<file path="src/hdl/sfw_pkg.sv">
`default_nettype none
// ----------------------------------------------------------------------------
// sfw_pkg
// Shared types and constants of the eye smoothing and fixation window block.
// ----------------------------------------------------------------------------
package sfw_pkg;

	localparam int CfgAddrW = 3;
	localparam int CfgDataW = 33;
	localparam int CntW     = 17;
	localparam int RadW     = 33;

	localparam logic [CfgAddrW-1:0] REG_SMOOTH_LEN  = 3'd0;
	localparam logic [CfgAddrW-1:0] REG_CENTER_X    = 3'd1;
	localparam logic [CfgAddrW-1:0] REG_CENTER_Y    = 3'd2;
	localparam logic [CfgAddrW-1:0] REG_VSCALE      = 3'd3;
	localparam logic [CfgAddrW-1:0] REG_RADIUS_SQ   = 3'd4;
	localparam logic [CfgAddrW-1:0] REG_BREAK_LIMIT = 3'd5;
	localparam logic [CfgAddrW-1:0] REG_WIN_ACTIVE  = 3'd6;
	localparam logic [CfgAddrW-1:0] REG_INT_ENABLE  = 3'd7;

	localparam logic [15:0]     VSCALE_RESET = 16'd4096;
	localparam logic [CntW-1:0] CNT_MAX      = '1;

	typedef struct packed {
		logic [4:0]         smooth_len;
		logic signed [15:0] center_x;
		logic signed [15:0] center_y;
		logic [15:0]        vscale;
		logic [RadW-1:0]    radius_sq;
		logic [15:0]        break_limit;
		logic               win_active;
		logic               int_enable;
	} cfg_t;

	typedef struct packed {
		logic upd;
		logic rearm;
	} item_ctl_t;

endpackage
`default_nettype wire

</file>
<file path="src/hdl/sfw_ram.sv">
`default_nettype none
// ----------------------------------------------------------------------------
// sfw_ram
// Generic single-write, single-read RAM with registered read data.
// ----------------------------------------------------------------------------
module sfw_ram #(
	parameter int WIDTH = 32,
	parameter int DEPTH = 16
) (
	input  wire logic                     clk,
	input  wire logic                     we,
	input  wire logic [$clog2(DEPTH)-1:0] waddr,
	input  wire logic [WIDTH-1:0]         wdata,
	input  wire logic [$clog2(DEPTH)-1:0] raddr,
	output logic      [WIDTH-1:0]         rdata
);

	logic [WIDTH-1:0] mem_q [DEPTH];

	always_ff @(posedge clk) begin
		if (we) begin
			mem_q[waddr] <= wdata;
		end
		rdata <= mem_q[raddr];
	end

endmodule
`default_nettype wire

</file>
<file path="src/hdl/sfw_div.sv">
`default_nettype none
// ----------------------------------------------------------------------------
// sfw_div
// Restoring unsigned divider, one quotient bit per cycle.
// ----------------------------------------------------------------------------
module sfw_div #(
	parameter int NUMW = 22,
	parameter int DENW = 6
) (
	input  wire logic            clk,
	input  wire logic            arst_n,
	input  wire logic            start,
	input  wire logic [NUMW-1:0] num,
	input  wire logic [DENW-1:0] den,
	output logic                 done,
	output logic      [NUMW-1:0] quot
);

	localparam int CW = $clog2(NUMW + 1);

	logic [DENW:0]   rem_q;
	logic [NUMW-1:0] quo_q;
	logic [DENW-1:0] den_q;
	logic [CW-1:0]   cnt_q;
	logic            busy_q;
	logic [DENW+1:0] rem_sh;
	logic            fits;

	assign rem_sh = {rem_q, quo_q[NUMW-1]};
	assign fits   = rem_sh >= {2'b00, den_q};

	always_ff @(posedge clk or negedge arst_n) begin
		if (!arst_n) begin
			busy_q <= 1'b0;
			cnt_q  <= '0;
		end else if (start) begin
			busy_q <= 1'b1;
			cnt_q  <= CW'(NUMW);
		end else if (busy_q) begin
			cnt_q <= cnt_q - 1'b1;
			if (cnt_q == CW'(1)) begin
				busy_q <= 1'b0;
			end
		end
	end

	always_ff @(posedge clk) begin
		if (start) begin
			rem_q <= '0;
			quo_q <= num;
			den_q <= den;
		end else if (busy_q) begin
			rem_q <= fits ? (DENW+1)'(rem_sh - {2'b00, den_q}) : rem_sh[DENW:0];
			quo_q <= {quo_q[NUMW-2:0], fits};
		end
	end

	assign done = !busy_q && !start;
	assign quot = quo_q;

endmodule
`default_nettype wire

</file>
<file path="src/hdl/sfw_front.sv">
`default_nettype none
// ----------------------------------------------------------------------------
// sfw_front
// Accepts eye samples, marks ring updates, and queues them for the back end.
// ----------------------------------------------------------------------------
module sfw_front #(
	parameter int P = 16
) (
	input  wire logic                   clk,
	input  wire logic                   arst_n,
	input  wire logic                   in_valid,
	output logic                        in_ready,
	input  wire logic signed [P-1:0]    in_x,
	input  wire logic signed [P-1:0]    in_y,
	input  wire logic [31:0]            in_time,
	input  wire logic                   in_new,
	input  wire logic                   in_ok,
	input  wire logic                   in_rearm,
	output logic                        q_valid,
	input  wire logic                   q_pop,
	output logic signed [P-1:0]         q_x,
	output logic signed [P-1:0]         q_y,
	output logic [31:0]                 q_time,
	output sfw_pkg::item_ctl_t          q_ctl
);

	logic signed [P-1:0] x_q [2];
	logic signed [P-1:0] y_q [2];
	logic [31:0]         t_q [2];
	sfw_pkg::item_ctl_t  c_q [2];
	logic                wr_q, rd_q;
	logic [1:0]          cnt_q;
	logic                push;

	assign in_ready = cnt_q != 2'd2;
	assign push     = in_valid && in_ready;
	assign q_valid  = cnt_q != 2'd0;
	assign q_x      = x_q[rd_q];
	assign q_y      = y_q[rd_q];
	assign q_time   = t_q[rd_q];
	assign q_ctl    = c_q[rd_q];

	always_ff @(posedge clk or negedge arst_n) begin
		if (!arst_n) begin
			wr_q  <= 1'b0;
			rd_q  <= 1'b0;
			cnt_q <= '0;
		end else begin
			if (push) begin
				wr_q <= !wr_q;
			end
			if (q_pop) begin
				rd_q <= !rd_q;
			end
			cnt_q <= cnt_q + {1'b0, push} - {1'b0, q_pop};
		end
	end

	always_ff @(posedge clk) begin
		if (push) begin
			x_q[wr_q]       <= in_x;
			y_q[wr_q]       <= in_y;
			t_q[wr_q]       <= in_time;
			c_q[wr_q].upd   <= in_new && in_ok;
			c_q[wr_q].rearm <= in_rearm;
		end
	end

endmodule
`default_nettype wire

</file>
<file path="src/hdl/sfw_back.sv">
`default_nettype none
// ----------------------------------------------------------------------------
// sfw_back
// Sequencer that smooths one queued sample, tests the fixation window and
// updates the break state when the window is active, then holds the result
// for the output transfer.
module sfw_back #(
	parameter int RING_DEPTH = 16,
	parameter int P          = 16
) (
	input  wire logic                clk,
	input  wire logic                arst_n,
	input  wire sfw_pkg::cfg_t       cfg,
	input  wire logic                arm_we,
	input  wire logic                arm_val,
	input  wire logic                q_valid,
	output logic                     q_pop,
	input  wire logic signed [P-1:0] q_x,
	input  wire logic signed [P-1:0] q_y,
	input  wire logic [31:0]         q_time,
	input  wire sfw_pkg::item_ctl_t  q_ctl,
	output logic                     out_valid,
	input  wire logic                out_ready,
	output logic signed [P-1:0]      out_x,
	output logic signed [P-1:0]      out_y,
	output logic                     out_inside,
	output logic                     out_broken,
	output logic                     out_irq,
	output logic [31:0]              out_stamp
);

	localparam int AW   = $clog2(RING_DEPTH);
	localparam int LW   = $clog2(RING_DEPTH + 1);
	localparam int SW   = P + AW;
	localparam int NUMW = SW + 2;
	localparam int DENW = LW + 1;
	localparam int DW   = ((P > 16) ? P : 16) + 1;
	localparam int MW   = 2 * DW;
	localparam int CW   = (MW > sfw_pkg::RadW) ? MW : sfw_pkg::RadW;
	localparam int TW   = sfw_pkg::RadW + 24;
	localparam int YW   = DW + 16;
	localparam logic [NUMW-1:0] HALF = NUMW'(1) << (P - 1);

	typedef enum logic [9:0] {
		ST_IDLE = 10'b0000000001,
		ST_RD   = 10'b0000000010,
		ST_UPD  = 10'b0000000100,
		ST_DST  = 10'b0000001000,
		ST_DIV  = 10'b0000010000,
		ST_WIN  = 10'b0000100000,
		ST_MUL  = 10'b0001000000,
		ST_SQ   = 10'b0010000000,
		ST_CMP  = 10'b0100000000,
		ST_OUT  = 10'b1000000000
	} state_t;

	state_t                 state_q;
	logic signed [P-1:0]    x_q, y_q, sx_q, sy_q, mean_x_q, mean_y_q;
	logic [31:0]            time_q, stamp_q;
	sfw_pkg::item_ctl_t     ctl_q;
	logic signed [SW-1:0]   sum_x_q, sum_y_q;
	logic [LW-1:0]          pos_q, n;
	logic [RING_DEPTH-1:0]  vld_q;
	logic                   inside_q, timing_q, broke_q, armed_q, irq_q;
	logic [sfw_pkg::CntW-1:0] cnt_q, cnt_base, cnt_inc;
	logic [DW-1:0]          adx_q, ady_q;
	logic [MW-1:0]          dx2_q;
	logic [YW-1:0]          dyq_q;
	logic                   ok_q;
	logic [TW-1:0]          t_q;
	logic [57:0]            sq_q;
	logic [2*P-1:0]         rdata;
	logic signed [P-1:0]    old_x, old_y;
	logic [SW-1:0]          mag_x, mag_y;
	logic                   div_start, done_x, done_y;
	logic [NUMW-1:0]        quo_x, quo_y;
	logic signed [P-1:0]    sat_x, sat_y;
	logic signed [DW-1:0]   dx, dy;
	logic [CW-1:0]          dx2_ext, rad_ext;
	logic                   in_w, tim_n;

	assign n = (32'(cfg.smooth_len) > RING_DEPTH) ? LW'(RING_DEPTH) : LW'(cfg.smooth_len);

	sfw_ram #(.WIDTH(2 * P), .DEPTH(RING_DEPTH)) u_ring (
		.clk   (clk),
		.we    (state_q == ST_UPD),
		.waddr (pos_q[AW-1:0]),
		.wdata ({y_q, x_q}),
		.raddr (pos_q[AW-1:0]),
		.rdata (rdata)
	);

	assign old_x = vld_q[pos_q[AW-1:0]] ? $signed(rdata[P-1:0]) : '0;
	assign old_y = vld_q[pos_q[AW-1:0]] ? $signed(rdata[2*P-1:P]) : '0;

	assign mag_x     = sum_x_q[SW-1] ? SW'(-sum_x_q) : SW'(sum_x_q);
	assign mag_y     = sum_y_q[SW-1] ? SW'(-sum_y_q) : SW'(sum_y_q);
	assign div_start = state_q == ST_DST;

	sfw_div #(.NUMW(NUMW), .DENW(DENW)) u_div_x (
		.clk(clk), .arst_n(arst_n), .start(div_start),
		.num({1'b0, mag_x, 1'b0} + NUMW'(n)), .den({n, 1'b0}),
		.done(done_x), .quot(quo_x)
	);

	sfw_div #(.NUMW(NUMW), .DENW(DENW)) u_div_y (
		.clk(clk), .arst_n(arst_n), .start(div_start),
		.num({1'b0, mag_y, 1'b0} + NUMW'(n)), .den({n, 1'b0}),
		.done(done_y), .quot(quo_y)
	);

	always_comb begin
		if (sum_x_q[SW-1]) begin
			sat_x = (quo_x > HALF) ? P'(HALF) : P'(-quo_x);
		end else begin
			sat_x = (quo_x > HALF - 1'b1) ? P'(HALF - 1'b1) : P'(quo_x);
		end
		if (sum_y_q[SW-1]) begin
			sat_y = (quo_y > HALF) ? P'(HALF) : P'(-quo_y);
		end else begin
			sat_y = (quo_y > HALF - 1'b1) ? P'(HALF - 1'b1) : P'(quo_y);
		end
	end

	assign dx      = DW'(sx_q) - DW'(cfg.center_x);
	assign dy      = DW'(sy_q) - DW'(cfg.center_y);
	assign dx2_ext = CW'(dx2_q);
	assign rad_ext = CW'(cfg.radius_sq);
	assign in_w    = ok_q && (58'(t_q) > sq_q);
	assign tim_n   = timing_q || inside_q;
	assign cnt_base = inside_q ? '0 : cnt_q;
	assign cnt_inc  = (cnt_base < sfw_pkg::CNT_MAX) ? cnt_base + 1'b1 : cnt_base;
	assign q_pop    = (state_q == ST_IDLE) && q_valid;

	always_ff @(posedge clk or negedge arst_n) begin
		if (!arst_n) begin
			state_q   <= ST_IDLE;
			sum_x_q   <= '0;
			sum_y_q   <= '0;
			pos_q     <= '0;
			vld_q     <= '0;
			mean_x_q  <= '0;
			mean_y_q  <= '0;
			inside_q  <= 1'b0;
			timing_q  <= 1'b0;
			cnt_q     <= '0;
			broke_q   <= 1'b0;
			stamp_q   <= '0;
			armed_q   <= 1'b0;
			irq_q     <= 1'b0;
			out_valid <= 1'b0;
		end else begin
			if (out_valid && out_ready && state_q != ST_OUT) begin
				out_valid <= 1'b0;
			end
			if (arm_we) begin
				armed_q <= arm_val;
			end
			case (state_q)
				ST_IDLE: begin
					if (q_valid) begin
						state_q <= ST_RD;
					end
				end
				ST_RD: begin
					irq_q <= 1'b0;
					if (ctl_q.rearm) begin
						broke_q <= 1'b0;
						armed_q <= cfg.int_enable;
					end
					if (n > LW'(1)) begin
						state_q <= ctl_q.upd ? ST_UPD : ST_WIN;
					end else begin
						state_q <= ST_WIN;
					end
				end
				ST_UPD: begin
					sum_x_q <= sum_x_q + SW'(x_q) - SW'(old_x);
					sum_y_q <= sum_y_q + SW'(y_q) - SW'(old_y);
					vld_q[pos_q[AW-1:0]] <= 1'b1;
					pos_q   <= pos_q + 1'b1;
					state_q <= ST_DST;
				end
				ST_DST: begin
					state_q <= ST_DIV;
				end
				ST_DIV: begin
					if (pos_q >= n) begin
						pos_q <= pos_q - n;
					end else if (done_x && done_y) begin
						mean_x_q <= sat_x;
						mean_y_q <= sat_y;
						state_q  <= ST_WIN;
					end
				end
				ST_WIN: begin
					state_q <= cfg.win_active ? ST_MUL : ST_OUT;
				end
				ST_MUL: begin
					state_q <= ST_SQ;
				end
				ST_SQ: begin
					state_q <= ST_CMP;
				end
				ST_CMP: begin
					if (in_w) begin
						inside_q <= 1'b1;
						timing_q <= 1'b0;
					end else begin
						inside_q <= 1'b0;
						timing_q <= tim_n;
						cnt_q    <= tim_n ? cnt_inc : cnt_base;
						if (tim_n && cnt_inc > 17'(cfg.break_limit)) begin
							if (!broke_q) begin
								stamp_q <= time_q;
							end
							broke_q <= 1'b1;
							if (armed_q) begin
								irq_q   <= 1'b1;
								armed_q <= 1'b0;
							end
						end
					end
					state_q <= ST_OUT;
				end
				ST_OUT: begin
					if (!out_valid || out_ready) begin
						out_valid <= 1'b1;
						state_q   <= ST_IDLE;
					end
				end
				default: begin
					state_q <= ST_IDLE;
				end
			endcase
		end
	end

	always_ff @(posedge clk) begin
		if (q_pop) begin
			x_q    <= q_x;
			y_q    <= q_y;
			time_q <= q_time;
			ctl_q  <= q_ctl;
		end
		if (state_q == ST_RD) begin
			sx_q <= (n > LW'(1)) ? mean_x_q : x_q;
			sy_q <= (n > LW'(1)) ? mean_y_q : y_q;
		end
		if (state_q == ST_DIV) begin
			sx_q <= sat_x;
			sy_q <= sat_y;
		end
		if (state_q == ST_WIN) begin
			adx_q <= dx[DW-1] ? DW'(-dx) : DW'(dx);
			ady_q <= dy[DW-1] ? DW'(-dy) : DW'(dy);
		end
		if (state_q == ST_MUL) begin
			dx2_q <= adx_q * adx_q;
			dyq_q <= YW'(ady_q) * YW'(cfg.vscale);
		end
		if (state_q == ST_SQ) begin
			ok_q <= (dx2_ext < rad_ext) && ((dyq_q >> 29) == '0);
			t_q  <= TW'(sfw_pkg::RadW'(rad_ext - dx2_ext)) << 24;
			sq_q <= 58'(dyq_q[28:0]) * 58'(dyq_q[28:0]);
		end
		if (state_q == ST_OUT && (!out_valid || out_ready)) begin
			out_x      <= sx_q;
			out_y      <= sy_q;
			out_inside <= inside_q;
			out_broken <= broke_q;
			out_irq    <= irq_q;
			out_stamp  <= stamp_q;
		end
	end

endmodule
`default_nettype wire

</file>
<file path="src/hdl/eye_smooth_fixation_window.sv">
`default_nettype none
// ----------------------------------------------------------------------------
// eye_smooth_fixation_window
// Eye position smoother with one elliptical fixation window and break detection.
// ----------------------------------------------------------------------------
// From the queue an item passes ST_RD, ST_WIN and ST_OUT, with ST_MUL, ST_SQ and
// ST_CMP before ST_OUT when the window is on; a ring update adds ST_UPD, ST_DST
// and the bit-serial divider for the rounded mean in ST_DIV. The ring position
// wrap after a shortened smoothing length overlaps the divider. One item is
// worked at a time; the next leaves the queue once the result is registered.
// Reset clears the ring valid bits, sums, window state and configuration.
module eye_smooth_fixation_window #(
	parameter int RING_DEPTH = 16,
	parameter int POS_BITS   = 16
) (
	input  wire logic                           clk,
	input  wire logic                           arst_n,
	input  wire logic                           s_axis_tvalid,
	output logic                                s_axis_tready,
	// eye_x, eye_y, time_ms, rearm, zero fill
	input  wire logic [((2*POS_BITS+33+7)/8)*8-1:0] s_axis_tdata,
	// sample_new, sample_valid
	input  wire logic [1:0]                     s_axis_tuser,
	output logic                                m_axis_tvalid,
	input  wire logic                           m_axis_tready,
	// smooth_x, smooth_y, is_inside, has_broken, break_irq, break_stamp, zero fill
	output logic [((2*POS_BITS+35+7)/8)*8-1:0]  m_axis_tdata,
	input  wire logic                           cfg_valid,
	output logic                                cfg_ready,
	input  wire logic [sfw_pkg::CfgAddrW-1:0]   cfg_addr,
	input  wire logic [sfw_pkg::CfgDataW-1:0]   cfg_data
);

	localparam int P     = POS_BITS;
	localparam int OUT_W = ((2 * P + 35 + 7) / 8) * 8;

	sfw_pkg::cfg_t      cfg_q;
	logic               cfg_we;
	logic               q_valid, q_pop;
	logic signed [P-1:0] q_x, q_y;
	logic [31:0]        q_time;
	sfw_pkg::item_ctl_t q_ctl;
	logic signed [P-1:0] o_x, o_y;
	logic               o_in, o_brk, o_irq;
	logic [31:0]        o_stamp;

	assign cfg_ready = 1'b1;
	assign cfg_we    = cfg_valid && cfg_ready;

	always_ff @(posedge clk or negedge arst_n) begin
		if (!arst_n) begin
			cfg_q <= '{smooth_len: '0, center_x: '0, center_y: '0,
				vscale: sfw_pkg::VSCALE_RESET, radius_sq: '0, break_limit: '0,
				win_active: 1'b0, int_enable: 1'b0};
		end else if (cfg_we) begin
			case (cfg_addr)
				sfw_pkg::REG_SMOOTH_LEN:  cfg_q.smooth_len  <= cfg_data[4:0];
				sfw_pkg::REG_CENTER_X:    cfg_q.center_x    <= $signed(cfg_data[15:0]);
				sfw_pkg::REG_CENTER_Y:    cfg_q.center_y    <= $signed(cfg_data[15:0]);
				sfw_pkg::REG_VSCALE:      cfg_q.vscale      <= cfg_data[15:0];
				sfw_pkg::REG_RADIUS_SQ:   cfg_q.radius_sq   <= cfg_data[32:0];
				sfw_pkg::REG_BREAK_LIMIT: cfg_q.break_limit <= cfg_data[15:0];
				sfw_pkg::REG_WIN_ACTIVE:  cfg_q.win_active  <= cfg_data[0];
				sfw_pkg::REG_INT_ENABLE:  cfg_q.int_enable  <= cfg_data[0];
				default: begin
				end
			endcase
		end
	end

	sfw_front #(.P(P)) u_front (
		.clk      (clk),
		.arst_n   (arst_n),
		.in_valid (s_axis_tvalid),
		.in_ready (s_axis_tready),
		.in_x     ($signed(s_axis_tdata[P-1:0])),
		.in_y     ($signed(s_axis_tdata[2*P-1:P])),
		.in_time  (s_axis_tdata[2*P+31:2*P]),
		.in_new   (s_axis_tuser[0]),
		.in_ok    (s_axis_tuser[1]),
		.in_rearm (s_axis_tdata[2*P+32]),
		.q_valid  (q_valid),
		.q_pop    (q_pop),
		.q_x      (q_x),
		.q_y      (q_y),
		.q_time   (q_time),
		.q_ctl    (q_ctl)
	);

	sfw_back #(.RING_DEPTH(RING_DEPTH), .P(P)) u_back (
		.clk        (clk),
		.arst_n     (arst_n),
		.cfg        (cfg_q),
		.arm_we     (cfg_we && cfg_addr == sfw_pkg::REG_INT_ENABLE),
		.arm_val    (cfg_data[0]),
		.q_valid    (q_valid),
		.q_pop      (q_pop),
		.q_x        (q_x),
		.q_y        (q_y),
		.q_time     (q_time),
		.q_ctl      (q_ctl),
		.out_valid  (m_axis_tvalid),
		.out_ready  (m_axis_tready),
		.out_x      (o_x),
		.out_y      (o_y),
		.out_inside (o_in),
		.out_broken (o_brk),
		.out_irq    (o_irq),
		.out_stamp  (o_stamp)
	);

	assign m_axis_tdata = OUT_W'({o_stamp, o_irq, o_brk, o_in, o_y, o_x});

endmodule
`default_nettype wire

</file>
<file path="config.mk">
export PLATFORM = sky130hd
export DESIGN_NAME = eye_smooth_fixation_window
export DESIGN_NICKNAME = d
export VERILOG_FILES = /design/src/hdl/sfw_pkg.sv /design/src/hdl/sfw_ram.sv /design/src/hdl/sfw_div.sv /design/src/hdl/sfw_front.sv /design/src/hdl/sfw_back.sv /design/src/hdl/eye_smooth_fixation_window.sv
export SDC_FILE = /design/constraint.sdc
export NUM_CORES = 2
export LEC_CHECK = 0
export BUFFER_PORTS_ARGS = -buffer_cell sky130_fd_sc_hd__buf_4
export CORE_UTILIZATION = 59
export DETAILED_ROUTE_END_ITERATION = 10
export PLACE_DENSITY = 0.79
export SLEW_MARGIN = 20
export SYNTH_ARGS = -nofsm -noshare
export SYNTH_HDL_FRONTEND = slang
export SYNTH_HIERARCHICAL = 1
export SYNTH_SLANG_ARGS = --single-unit
</file>
<file path="constraint.sdc">
create_clock -name clk -period 7.7 [get_ports clk]
set_input_delay 0.77 -clock clk [delete_from_list [all_inputs] [get_ports clk]]
set_output_delay 0.77 -clock clk [all_outputs]
set_load 0.02 [all_outputs]
</file>
* Word-level counts from Yosys, hierarchy flattened *
Memory sizes are Yosys's and may differ from the RTL's. A register that Yosys moved wholly into a read port is not among the register bits.
Index checks and enable logic that the tools add are counted.

storage, ports and cells
  register bits after elaboration = 633
  RAM bits = 644
  bits of input ports = 115
  word-level logic and storage cells = 253
  memories = 5

memory list
  memory               depth  width  read ports  clocked after Yosys merged registers in  wr ports  RTL line         source
  u_back.u_ring.mem_q  16     32     1           1                                        1         sfw_ram.sv:18    logic [WIDTH-1:0] mem_q [DEPTH];
  u_front.t_q          2      32     1           1                                        1         sfw_front.sv:29  logic [31:0] t_q [2];
  u_front.x_q          2      16     1           1                                        1         sfw_front.sv:27  logic signed [P-1:0] x_q [2];
  u_front.y_q          2      16     1           1                                        1         sfw_front.sv:28  logic signed [P-1:0] y_q [2];
  u_front.c_q          2      2      1           1                                        1         sfw_front.sv:30  sfw_pkg::item_ctl_t c_q [2];

cells by class
  add/subtract/negate cells = 24
  multipliers = 3
  magnitude comparators = 15
  equality and inequality tests = 30
  muxes and demuxes = 75
  bitwise logic cells = 4
  reduce and logical (&&, ||, !) cells = 45

operators with widths
  kind                  number
  $mux 16               16
  $pmux 10 s10          1
  $mux 22               4
  $mux 10               6
  $gt 57x58->1          1
  $mul 29x29->58        1
  $mux 17               3
  $add 21x5->22         2
  $gt 22x15->1 const B  2
  $gt 22x16->1 const B  2
  $add 20x16->20        2
  $mux 20               2
  $neg 20->20           2
  $sub 20x16->20        2
  $lt 34x33->1          1
  $mul 17x17->34        1
  $neg 17->17           2
  $sub 16x16->17        2
  $logic_not 33->1      1
  $mul 17x16->33        1
  $sub 33x33->33        1
  $neg 16->16           2
  $mux 5                6
  $mux 1                28
  48 further kinds      105

* Depth between registers and ports, before layout *
  word-level depth = 8
  depth in mapped cells = 30
  mapped depth without buffers = 28

* Cells and area by module *
Netlist, hierarchy kept.

by module, submodules not included
  module                      times used  cells each  area an instance (um2)
  sfw_back                    1           7390        71008.1
  sfw_ram                     1           838         19835.3
  sfw_front                   1           223         5078.6
  eye_smooth_fixation_window  1           239         4080.2
  sfw_div                     2           159         2020.7

* Worst setup path before layout *
Ideal clock, no wire load.

  kind = reg2reg
  start point = register u_back.state_q[5]
  end point = register u_back.ok_q, enable pin
  arrival = 7397 ps
  data required time = 7029 ps
  setup slack = -368 ps
  stages on the path, launching flop included = 4
  clock period less this slack = 8068 ps
  cell sequence = dfrtp_1 > nor2_1 > nand4_1 > nor3b_1

on the way
  cells in the longest elaborated chain, start to end = 1

ends and longest elaborated chain
  what                    RTL line         source
  from (decl)             sfw_back.sv:57   state_t state_q;
  from (signal assigned)  sfw_back.sv:172  state_q <= ctl_q.upd ? ST_UPD : ST_WIN;
  from (signal assigned)  sfw_back.sv:197  state_q <= cfg.win_active ? ST_MUL : ST_OUT;
  $eq 10x8->1             sfw_back.sv:262  if (state_q == ST_SQ) begin
  to (signal assigned)    sfw_back.sv:263  ok_q <= (dx2_ext < rad_ext) && ((dyq_q >> 29) == '0);
  to (decl)               sfw_back.sv:69   logic ok_q;

No other way between the ends.
A chain may end at the register's enable or synchronous reset.

* Worst setup path after layout *
  start point = register u_back.dyq_q[12]
  end point = register u_back.sq_q[54] (data pin)

on the way
  cells in the longest elaborated chain, start to end = 1

ends and longest elaborated chain
  what                    RTL line         source
  from (decl)             sfw_back.sv:68   logic [YW-1:0] dyq_q;
  from (signal assigned)  sfw_back.sv:260  dyq_q <= YW'(ady_q) * YW'(cfg.vscale);
  $mul 29x29->58          sfw_back.sv:265  sq_q <= 58'(dyq_q[28:0]) * 58'(dyq_q[28:0]);
  to (signal assigned)    sfw_back.sv:265
  to (decl)               sfw_back.sv:71   logic [57:0] sq_q;

No other way between the ends.

==> run_results.csv <==
group,metric,value,unit
sta,fin_crit_sh,0.990,
synthesis,synth-xor-area-share,0.0281,
finish,drive_gt1_frac,0.138,
worst_setup_path,crit_path_end_kind,"flip-flop",
sta,clock.fmax,0.131,GHz
global_route,grt_pass1_wl,408000,um
finish,nNetsFinal,11263,
synthesis,yosysSeqAreaShare,0.381,
worst_setup_path,cp_max_fo,5,
sta,slew_headroom,0.209,
placement,gp_congestion,0.939,
run,max_cap_violations,0,
sta,period_minus_slack,7620,ps
synthesis,synth_top_cell_by_area,"edfxtp_1",
worst_setup_path,cp-start-kind,"flip-flop",
die,rows,153,
worst_setup_path,max_stage_delay,580,ps
drt,vias,69026,
cts,cts_max_path_buffers,3,
die,die_x,422,um
placement,dpl.hpwl,186000,um
cts,worstSkewPairLatency,810,ps
synthesis,synth_compound_area_frac,0.0687,
synthesis,netlist_area,104000,um^2
synthesis,synthTopCellsByArea,"edfxtp_1 30%, fa_1 21%, ha_1 8.3%",
synthesis,synth_seq_cells,1380,
drt,ant_nets,0,
synthesis,syn_inst,9008,
worst_setup_path,critPathArrivalTime,8160,ps
cts,clockRootBuffer,"clkbuf_16",
finish,fillerInstances,12351,
cts,clkSinkCount,1380,
worst_setup_path,crit_buf_inv,7,
sta,maxSlewViolCount,0,
drt,vias_per_cell,5.84,
drt,wl,260000,um
finish,area_growth,10.9,%
drt,routedWlPerCell,22.0,um
synthesis,synthAdderAreaFrac,0.294,
die,fp.dieH,422,um
worst_setup_path,cp_common_cell,"fa_1",
worst_setup_path,cp_data_required_time,8240,ps
placement,io_buffers,176,
synthesis,synth_edf_count,1056,
sta,final-setup-viol-count,0,
hold_path,min_path_type,"primary input to async pin",
synthesis,yosys_warnings,6,
worst_setup_path,crit_family,"adder cells",
synthesis,synth.avg_cell_area,11.6,um^2
global_route,grt_pass1_vias,73860,
die,ios,190,
synthesis,synth_top_area_frac,0.305,
drt,drtIter0Drc,5809,
cts,clk_pin_slew,60,ps
sta,clock_skew,40.6,ps
cts,ctsHoldBuffers,0,
synthesis,ys_types,100,
sta,finalHoldViolations,0,
worst_setup_path,worstSetupPathType,"flip-flop to flip-flop",
worst_setup_path,critPathSlowestCell,"fa_1",
cts,cts_tree,"done",
synthesis,synth_mux_area_frac,0.0609,
global_route,grtUsageTotal,0.296,
die,core-area,175000,um^2
die,start_util,0.596,
synthesis,synth_top_family_by_area,"adder cells",
sta,rsz0062_at_grt,"yes",
global_route,antenna_found_initial,7,
synthesis,synth_top_flop_cell,"edfxtp_1",
global_route,grt_overflow,0,
synthesis,async_flop_share,0.201,
drt,drc,0,
cts,cts_made_buffers,143,
finish,stdcell_area,115000,um^2
sta,hold_ws,42.8,ps
sta,tightest_slew,1180,ps
outcome,status,"finished clean",
placement,place_area,110000,um^2
drt,drtPass1Iterations,6,
synthesis,synth-simple-area-share,0.0928,
cts,htree_levels,4,
global_route,grt_max_degree,109,
die,dieArea,178000,um^2
worst paths after layout:
| check | start | endpoint | slack (ps) | cells after the start |
|---|---|---|---|---|
| max | u_back/dyq_q[12] | u_back/sq_q[54] | 80 | 25 |
| min reg2reg | u_back/stamp_q[26] | u_back/out_stamp[26] | 440 | 0 |
| max in group asynchronous | arst_n | u_back/cnt_q[11] | 6370 | 2 |
| max reg2reg | u_back/dyq_q[12] | u_back/sq_q[54] | 80 | 25 |
| min | arst_n | u_back/stamp_q[26] | 40 | 1 |
| min in group clk | s_axis_tdata[7] | u_front/x_q[0][7] | 140 | 1 |
registers in the layout, indices dropped and copies added, names as in the netlist, 17 cells and up:
register and flops:
u_back/u_div_y/quot 22, u_back/out_stamp 32, u_back/ady_q 17, u_back/t_q 33
u_back/dyq_q 33, u_back/u_ring/mem_q 512, u_back/sum_x_q 20, u_back/cnt_q 17
u_back/u_div_x/quot 22, u_front/x_q 32, u_back/u_ring/rdata 32, u_back/time_q 32
u_back/adx_q 17, u_front/t_q 64, u_back/sq_q 57, u_back/sum_y_q 20
u_back/stamp_q 32, u_back/dx2_ext 33, cfg_q 104, u_front/y_q 32
cells in the final DEF (no fill, tap or decap), drive strengths merged, types with 34 or more instances in the layout:
cell type,instances
inv,1709
fa,1095
edfxtp,1056
nand2,745
ha,694
buf,512
and2,374
nor2,329
a21oi,294
dfrtp,276
mux2,261
o21ai,240
xnor2,227
clkbuf,205
mux4,133
xor2,107
a21o,95
nor2b,88
nor3,80
a22oi,65
a211oi,63
nand3,55
o21bai,50
nand2b,47
dfxtp,46
o21a,44
a31oi,43
nand4,40
clkinv,40
or3,39
and3,34
cells by family (layout without fill, tap and decap cells):
| family | count (synthesis) | after routing |
|---|---|---|
| muxes | 422 | 422 |
| DFF | 1380 | 1380 |
| buffers and inverters | 2020 | 2486 |
| other | 3 | 16 |
| and+or+nand+nor | 1955 | 1955 |
| xor gates and xnor gates | 334 | 334 |
| adders and majority gates | 1789 | 1789 |
| AOI/OAI and AO/OA | 1105 | 1105 |
layer usage:
| metal | wire length, um | vias to the layer above | GRT usage |
|---|---|---|---|
| met1 | 96600 | 34653 | 0.364 |
| met4 | 14900 | 0 | 0.157 |
| met5 | 0 | - | 0 |
| met3 | 20600 | 789 | 0.0520 |
| met2 | 128000 | 3094 | 0.500 |
| li1 | - | 30490 | - |
repair_timing:
action	4_1_cts	5_1_grt
resized for setup	4	136
setup buffers	3	19
pin swaps	0	67
setup endpoints to repair	18	26
gates cloned	0	1
hold endpoints to repair	0	0
worst reg2reg max path, stage by stage (launching register included):
cell and delay (ps):
edfxtp_1 490, buf_6 180, buf_8 120, and2_4 160, fa_1 580, fa_1 460, fa_1 530, inv_2 40
fa_1 480, inv_1 50, fa_1 500, inv_2 40, fa_1 490, inv_2 40, fa_1 480, fa_1 550
ha_4 300, and3_4 200, a41oi_4 140, a31o_4 300, nor4b_4 260, buf_4 170, o21bai_4 100, o211ai_1 370
a31oi_1 180, xnor2_1 160
metrics by stage:
step | utilization | setup slack (ps) | cells | TNS, ps
final | 0.661 | 80.4 | 11812 | 0
after global routing | 0.661 | -164 | 11811 | -1070
after CTS | 0.657 | 3.07 | 11787 | 0
after detailed placement | 0.628 | -251 | 11517 | -1590
after global placement | 0.628 | -123 | 11517 | -461
after floorplan | - | 66.4 | 9015 | 0
synthesized netlist by cell type, types with 28 or more instances:
cell type,count
nand2b_1,46
nor2_1,329
inv_1,1705
mux2i_1,28
nand2_1,745
a22oi_1,65
o21a_1,44
a21o_1,95
or3_1,39
mux2_4,32
and3_1,34
a31oi_1,43
a21oi_1,294
ha_1,694
o21ai_0,237
dfxtp_1,46
nand3_1,55
fa_1,1095
nor2b_1,88
dfrtp_1,276
clkbuf_1,246
mux4_2,133
o21bai_1,50
mux2_2,229
and2_1,374
xor2_1,107
edfxtp_1,1056
nand4_1,40
a211oi_1,61
nor3_1,78
xnor2_1,227
area by class of cell:
type / count / area (um^2) / share of cell area
Multi-Input combinational cell: 5615 / 57300 / 0.497
Sequential cell: 1380 / 39600 / 0.343
Inverter: 1706 / 6410 / 0.0556
Timing Repair Buffer: 513 / 4120 / 0.0357
Clock buffer: 204 / 4040 / 0.0350
Tap cell: 2325 / 2910 / 0.0252
Clock inverter: 63 / 951 / 0.00824
Antenna cell: 6 / 15.0 / 0.000130
Power is left out: the tool's default activity adds up to more than one toggle a clock period on the data nets, which glitch-free logic cannot reach.
